==> src/rtl/puf_pkg.sv <==
package puf_pkg;
  localparam int NODES = 1024;
  localparam int TIME_BITS = 30;
  localparam int NODE_BITS = $clog2(NODES);
  localparam int SIZE_BITS = NODE_BITS + 1;
  localparam int JOIN_BITS = TIME_BITS + 1;
  localparam int QDEPTH = 2;
  localparam int QPTR_BITS = 1;

  typedef enum logic [1:0] {
    ACT_UNITE = 2'd0,
    ACT_CONN  = 2'd1,
    ACT_TIME  = 2'd2,
    ACT_NONE  = 2'd3
  } action_e;

  typedef enum logic [1:0] {
    KIND_TRIVIAL = 2'd0,
    KIND_UNITE   = 2'd1,
    KIND_CONN    = 2'd2,
    KIND_TIME    = 2'd3
  } kind_e;

  typedef struct packed {
    kind_e                 kind;
    logic                  flag;
    logic [NODE_BITS-1:0]  a;
    logic [NODE_BITS-1:0]  b;
    logic [TIME_BITS-1:0]  stamp;
  } job_t;

  typedef enum logic [3:0] {
    ST_IDLE,
    ST_RD_A,
    ST_WT_A,
    ST_CL_A,
    ST_RD_B,
    ST_WT_B,
    ST_CL_B,
    ST_UNITE,
    ST_UPD,
    ST_RD_P,
    ST_WT_P,
    ST_PM,
    ST_OUT
  } state_e;
endpackage

==> src/rtl/puf_front.sv <==
module puf_front (
  input  logic                       clk_i,
  input  logic                       rst_ni,
  input  logic                       in_valid_i,
  output logic                       in_ready_o,
  input  logic [1:0]                 action_i,
  input  logic [puf_pkg::NODE_BITS-1:0] node_a_i,
  input  logic [puf_pkg::NODE_BITS-1:0] node_b_i,
  input  logic [puf_pkg::TIME_BITS-1:0] stamp_i,
  output logic                       job_valid_o,
  input  logic                       job_ready_i,
  output puf_pkg::job_t              job_o
);
  import puf_pkg::*;

  job_t                 q_mem [QDEPTH];
  logic [QPTR_BITS-1:0] wr_q, wr_d, rd_q, rd_d;
  logic [QPTR_BITS:0]   cnt_q, cnt_d;
  job_t                 cls;
  logic                 push, pop;

  always_comb begin
    cls.a = node_a_i;
    cls.b = node_b_i;
    cls.stamp = stamp_i;
    cls.flag = 1'b0;
    cls.kind = KIND_TRIVIAL;
    case (action_e'(action_i))
      ACT_UNITE: if (node_a_i != node_b_i) cls.kind = KIND_UNITE;
      ACT_CONN: begin
        if (node_a_i == node_b_i) cls.flag = 1'b1;
        else cls.kind = KIND_CONN;
      end
      ACT_TIME: begin
        if (node_a_i == node_b_i) cls.flag = 1'b1;
        else cls.kind = KIND_TIME;
      end
      default: cls.kind = KIND_TRIVIAL;
    endcase
  end

  assign in_ready_o = (cnt_q != (QPTR_BITS+1)'(QDEPTH));
  assign push = in_valid_i && in_ready_o;
  assign job_valid_o = (cnt_q != '0);
  assign pop = job_valid_o && job_ready_i;
  assign job_o = q_mem[rd_q];

  always_comb begin
    wr_d = push ? wr_q + 1'b1 : wr_q;
    rd_d = pop ? rd_q + 1'b1 : rd_q;
    cnt_d = cnt_q + (QPTR_BITS+1)'(push) - (QPTR_BITS+1)'(pop);
  end

  always_ff @(posedge clk_i) begin
    if (push) q_mem[wr_q] <= cls;
  end

  always_ff @(posedge clk_i or negedge rst_ni) begin
    if (!rst_ni) begin
      wr_q <= '0;
      rd_q <= '0;
      cnt_q <= '0;
    end else begin
      wr_q <= wr_d;
      rd_q <= rd_d;
      cnt_q <= cnt_d;
    end
  end

  a_cnt_max: assert property (@(posedge clk_i) disable iff (!rst_ni)
    cnt_q <= (QPTR_BITS+1)'(QDEPTH)) else $error("queue overflow");
  a_cnt_step: assert property (@(posedge clk_i) disable iff (!rst_ni)
    push && !pop |=> cnt_q == $past(cnt_q) + 1'b1) else $error("queue count");
  a_no_push_full: assert property (@(posedge clk_i) disable iff (!rst_ni)
    cnt_q == (QPTR_BITS+1)'(QDEPTH) |-> !push) else $error("push on full");
endmodule

==> config.mk <==
export PLATFORM = sky130hd
export DESIGN_NAME = puf_front
export DESIGN_NICKNAME = d
export VERILOG_FILES = /design/src/rtl/puf_pkg.sv /design/src/rtl/puf_front.sv
export SDC_FILE = /design/constraint.sdc
export NUM_CORES = 1
export LEC_CHECK = 0
export ABC_AREA = 1
export BUFFER_PORTS_ARGS = -buffer_cell sky130_fd_sc_hd__buf_2
export CAP_MARGIN = 40
export CORE_MARGIN = 3
export CORE_UTILIZATION = 57
export DETAILED_ROUTE_END_ITERATION = 10
export PLACE_DENSITY = 0.85
export SLEW_MARGIN = 20
export SYNTH_ARGS = -nofsm -noshare
export SYNTH_HDL_FRONTEND = slang
export SYNTH_SLANG_ARGS = --single-unit
==> constraint.sdc <==
create_clock -name clk_i -period 8.6 [get_ports clk_i]
set_input_delay 0.43 -clock clk_i [delete_from_list [all_inputs] [get_ports clk_i]]
set_output_delay 0.43 -clock clk_i [all_outputs]
set_load 0.01 [all_outputs]
==> results.sh, run 1 <==
export IMPL_hold_path_startpoint="stamp_i[17]"
export IMPL_grt_max_degree=55
export IMPL_die_h_um=93.5
export IMPL_route_met2_wl_mm=4.22
export IMPL_dr_wl_met3_um=475
export IMPL_wl_met1_mm=3.35
export IMPL_crit_chain="inv_4 > nand2_1 > nand2_1 > buf_2"
export IMPL_yosysSeqAreaShare_pct=75.3
export IMPL_final_util_pct=71.8
export IMPL_rows=31
export IMPL_ys_types=18
export IMPL_yosysWarnings=0
export IMPL_synth_top_cell_area_share_pct=73.0
export IMPL_detail_route_first_pass_iterations=4
export IMPL_rsz0062_at_grt="false"
export IMPL_clk_root_buffer_cell="clkbuf_8"
export IMPL_ir_drop_mv=0.185
export IMPL_io_buffer_count=110
export IMPL_syn_nets=423
export IMPL_finalNetCount=537
export IMPL_cp_top_family="buffers and inverters"
export IMPL_path_buf_inv=2
export IMPL_startpoint="rd_q"
export IMPL_ys_ff_latch=110
export IMPL_core_area_sq_um=7330
export IMPL_clkSinkCount=110
export IMPL_antenna_cells=0
export IMPL_via_per_inst=4.90
export IMPL_synth_area_sq_um=4360
export IMPL_final_common_cell="nand2_1"
export IMPL_place_detailed_hpwl_mm=5.56
export IMPL_outcome="finished, final reports clean"
export IMPL_worstSetupPathType="register to output port"
export IMPL_worst_hold_path_type="input port to register"
export IMPL_cp_arrival_ns=1.86
export IMPL_worst_pin_slew_ns=0.704
export IMPL_final_cell_mix="nand2_1 (181), buf_2 (110), edfxtp_1 (106), inv_1 (22), nor2_1 (17)"
export IMPL_drtIter0Drc=122
export IMPL_finalHoldViolations=0
export IMPL_cts_buffers=9
export IMPL_grt_pass1_wl_mm=12.8
export IMPL_grt_pass1_vias=2699
export IMPL_routed_wl_mm=8.24
export IMPL_finalCriticalPeriod_ns=2.29
export IMPL_relSlewSlack_pct=52.9
export IMPL_layout_drive_gt1_share_pct=28.1
export IMPL_fmax_mhz=437
export IMPL_fin_ws_ns=6.31
export IMPL_cts_buffer_depth=2
export IMPL_gp_congestion=0.784
export IMPL_wire_per_inst_um=14.2
export IMPL_highest_layer="met4"
export IMPL_synthCells=361
export IMPL_cap_viol_max_count=0
export IMPL_fin_setup_tns_ns=0
export IMPL_ys_top_cells_by_area="edfxtp_1 (73%), nand2_1 (16%), dfrtp_1 (2.3%)"
export IMPL_startpoint_type="register"
export IMPL_crit_slowest_cell="dfrtp_2"
export IMPL_fin_worst_skew_ns=0.0108
export IMPL_ant_nets=0
export IMPL_ioPinCount=111
export IMPL_grt_use_total_pct=19.3
export IMPL_cts_tree="built"
export IMPL_antenna_found_initial=0
export IMPL_syn_area_per_cell_sq_um=12.1
export IMPL_cpPeakStageDelay_ns=0.62
export IMPL_p_leak_nw=2.38
export IMPL_power_density_nw_per_um2=322
export IMPL_pre_cts_slack_ns=6.40
export IMPL_path_clk_slew_ns=0.10
export IMPL_vias=2838
export IMPL_power_total_mw=1.70
export IMPL_synth_top_area_cell="edfxtp_1"
export IMPL_die_area_sq_um=8740
export IMPL_finalNonFillerCells=579
export IMPL_endpoint_kind="output port"
export IMPL_crit_top_cell="nand2_1"
export IMPL_place_inst=562
export IMPL_setup_viol=0
export IMPL_crit_required_ns=8.17
export IMPL_htree_levels=3
export IMPL_maxSlewViolCount=0
export IMPL_fin_crit_sh_pct=26.6
export IMPL_drc_errors=0
export IMPL_cts_resized=0
export IMPL_r2r_start="cnt_q[1]"
export IMPL_path_max_fanout=54
export IMPL_overflow=0
export IMPL_clock_latency_ns=0.35
export IMPL_initial_core_util_pct=59.5
export IMPL_areaGrowthSynthToFinish_pct=20.6
export IMPL_die_w_um=93.5
## what timing repair did
item	CTS	global route
buffers inserted	0	0
endpoints found under the setup margin	0	0
hold buffers	1	0
hold endpoints to repair	4	0
## flip-flops by register name, summed over array words and instances, names as in the netlist
name	count
q_mem	106
cnt_q	2
wr_q	1
rd_q	1
## report_power, final
part	total, mW	switching [mW]	internal [mW]
Clock	0.358	0.163	0.194
Sequential	0.784	0.0527	0.732
Combinational	0.554	0.358	0.196
## metal layers
metal / vias to the layer above / global-route usage, %
met4: 0 / 8.18
met5: - / 0
met2: 99 / 33.3
li1: 1405 / -
met3: 18 / 2.90
met1: 1316 / 24.5
## through the flow
stage / cell area, sq um / hold WS (ns)
finish: 5260 / 0.264
global route: 5260 / 0.242
CTS: 5260 / 0.246
detailed placement: 5010 / 0.242
global placement: 4980 / 0.236
floorplan: 4360 / 0.134
## cells by family (layout without fill, tap and decap cells)
logic type / after synthesis / after routing / share of synthesized area [%]
flip-flops: 110 / 110 / 75.3
XOR/XNOR: 4 / 4 / 0.803
AO/OA/AOI/OAI: 3 / 3 / 0.344
adder cells (fa/ha/maj): 6 / 6 / 1.72
buffers and inverters: 34 / 153 / 4.07
AND/OR/NAND/NOR: 204 / 204 / 17.8
## cells in the mapped netlist (all sizes together)
master	number
nand2	182
edfxtp	106
inv	23
nor2	19
buf	11
ha	6
dfrtp	4
o21ai	2
xnor2	2
xor2	2
a21oi	1
nand3	1
nor3	1
or2	1
## final cells by class
class	instances	area [sq um]
fillers	512	2070
repair buffers	114	603
well taps	99	124
inverters	23	88.8
clock inverters	7	120
flip-flops and latches	110	3280
multi-input cells	217	916
clock buffers	9	124
## worst paths after layout
kind	end	slack [ns]	depth (start not counted)
worst min register to register	cnt_q[0]	0.56	1
worst max-delay path	job_o[33]	6.31	4
max in group asynchronous	rd_q	8.03	2
min in group asynchronous	cnt_q[1]	0.44	2
worst max register to register	q_mem[1][21]	6.43	4
worst min-delay path	q_mem[0][17]	0.26	1
Power figures use the tool's default switching activity.
==> inputs of run 2 (changes only) <==
CORE_UTILIZATION = 52   (was 57)
PLACE_DENSITY = 0.78   (was 0.85)
clock period = 2.25 ns   (was 8.6 ns; I/O delays follow)
==> results.sh, run 2 (synthesis results as in run 1) <==
export IMPL_grt_use_total_pct=19.0
export IMPL_final_common_cell="nand2_1"
export IMPL_cts_buffers=9
export IMPL_ant_nets=0
export IMPL_wire_per_inst_um=13.9
export IMPL_worstSetupPathType="register to output port"
export IMPL_drc_errors=0
export IMPL_cts_tree="built"
export IMPL_min_path_cells=3
export IMPL_fin_crit_sh_pct=87.1
export IMPL_ctsHoldBuffers=51
export IMPL_ir_drop_mv=0.507
export IMPL_worst_pin_slew_ns=0.576
export IMPL_outcome="finished, final reports clean"
export IMPL_holdPathEnd="wr_q"
export IMPL_clock_latency_ns=0.36
export IMPL_gp_congestion=0.750
export IMPL_relSlewSlack_pct=61.6
export IMPL_multiInputGateArea_sq_um=916
export IMPL_largest_reg_flops=106
export IMPL_cts_resized=0
export IMPL_die_h_um=97.6
export IMPL_top_regs="q_mem x106, cnt_q x2"
export IMPL_setup_viol=0
export IMPL_clk_root_buffer_cell="clkbuf_8"
export IMPL_startpoint_type="register"
export IMPL_routed_wl_mm=8.84
export IMPL_place_detailed_hpwl_mm=5.39
export IMPL_worst_r2r_setup_slack_ns=0.66
export IMPL_die_w_um=97.6
export IMPL_crit_chain="inv_4 > nand2_1 > nand2_1 > buf_2"
export IMPL_fillCellCount=556
export IMPL_core_area_sq_um=7930
export IMPL_endpoint_kind="output port"
export IMPL_overflow=0
export IMPL_fin_worst_skew_ns=0.00789
export IMPL_io_buffer_count=110
export IMPL_maxSlewViolCount=0
export IMPL_grt_pass1_wl_mm=14.3
export IMPL_regArea_sq_um=3280
export IMPL_cpPeakStageDelay_ns=0.59
export IMPL_initial_core_util_pct=55.0
export IMPL_p_leak_nw=2.57
export IMPL_antenna_found_initial=0
export IMPL_final_cell_mix="nand2_1 (181), buf_2 (110), edfxtp_1 (106), dlygate4sd3_1 (51), inv_1 (22)"
export IMPL_reg2reg_depth=7
export IMPL_crit_top_cell="nand2_1"
export IMPL_path_clk_slew_ns=0.10
export IMPL_worst_hold_path_type="input port to register"
export IMPL_clkSinkCount=110
export IMPL_cp_arrival_ns=1.85
export IMPL_die_area_sq_um=9520
export IMPL_top_register="q_mem"
export IMPL_post_cts_buffers=0
export IMPL_crit_required_ns=2.14
export IMPL_cts_buffer_depth=2
export IMPL_rsz0062_at_grt="false"
export IMPL_via_per_inst=4.79
export IMPL_worstReg2RegEnd="cnt_q[1]"
export IMPL_vias=3037
export IMPL_hold_path_startpoint="in_valid_i"
export IMPL_power_density_nw_per_um2=1100
export IMPL_fin_setup_tns_ns=0
export IMPL_ioPinCount=111
export IMPL_path_max_fanout=54
export IMPL_design_area_sq_um=5710
export IMPL_finalCriticalPeriod_ns=1.96
export IMPL_drtIter0Drc=135
export IMPL_finalNetCount=589
export IMPL_rows=32
export IMPL_finalNonFillerCells=634
export IMPL_layout_drive_gt1_share_pct=25.8
export IMPL_timing_hold_ws_ns=0.0265
export IMPL_finalHoldViolations=0
export IMPL_place_area_sq_um=5000
export IMPL_place_inst=567
export IMPL_cap_viol_max_count=0
export IMPL_grt_pass1_vias=3017
export IMPL_r2r_start="cnt_q[1]"
export IMPL_detail_route_first_pass_iterations=4
export IMPL_htree_levels=3
export IMPL_antenna_cells=0
export IMPL_final_util_pct=72.1
export IMPL_crit_slowest_cell="dfrtp_2"
export IMPL_fmax_mhz=510
export IMPL_areaGrowthSynthToFinish_pct=31.0
export IMPL_grt_max_degree=55
==> run 2: per-stage QoR <==
stage                     power, mW  worst slack (ns)
after floorplan                4.36            -0.232
after global placement         5.12             0.706
after detailed placement       5.18             0.686
after CTS                      6.38             0.292
after global routing           6.74             0.168
final                          6.31             0.290
==> run 2: cell type report <==
cell class	count	area share, %
clock inverter	7	1.31
clock buffer	9	2.17
inverter	23	1.55
multi-input combinational	217	16.0
tap	102	2.23
timing repair buffer	166	19.2
sequential	110	57.5
==> run 2: worst max-delay path: cells and delay by family (launching register included) <==
| kind | cells | cell delay, ns |
|---|---|---|
| buffers and inverters | 2 | 0.63 |
| DFF | 1 | 0.59 |
| and+or+nand+nor | 2 | 0.22 |
==> run 2: report_power, final <==
part           switching (mW)  total (mW)  internal [mW]
clock                   0.698        1.14          0.437
sequential              0.187        2.98           2.79
combinational            1.41        2.20          0.783
==> run 2: metal layers <==
layer | global-route usage, % | up-vias | part of all wire [%]
met3 | 3.59 | 13 | 6.0
met5 | 0 | - | 0
met2 | 33.4 | 118 | 51
met4 | 5.96 | 0 | 1.5
met1 | 23.8 | 1400 | 41
li1 | - | 1506 | -
==> run 2: worst max path at each step <==
| stage | start | to | slack (ns) | cells after the start |
|---|---|---|---|---|
| 2_1_floorplan | cnt_q[1] | q_mem[1][0] | -0.23 | 3 |
| 3_3_place_gp | rd_q | job_o[43] | 0.71 | 4 |
| 3_5_place_dp | cnt_q[1] | cnt_q[1] | 0.69 | 7 |
| 4_1_cts | rd_q | job_o[43] | 0.29 | 4 |
| 5_1_grt | rd_q | job_o[36] | 0.17 | 4 |
| 6_report | rd_q | job_o[43] | 0.29 | 4 |
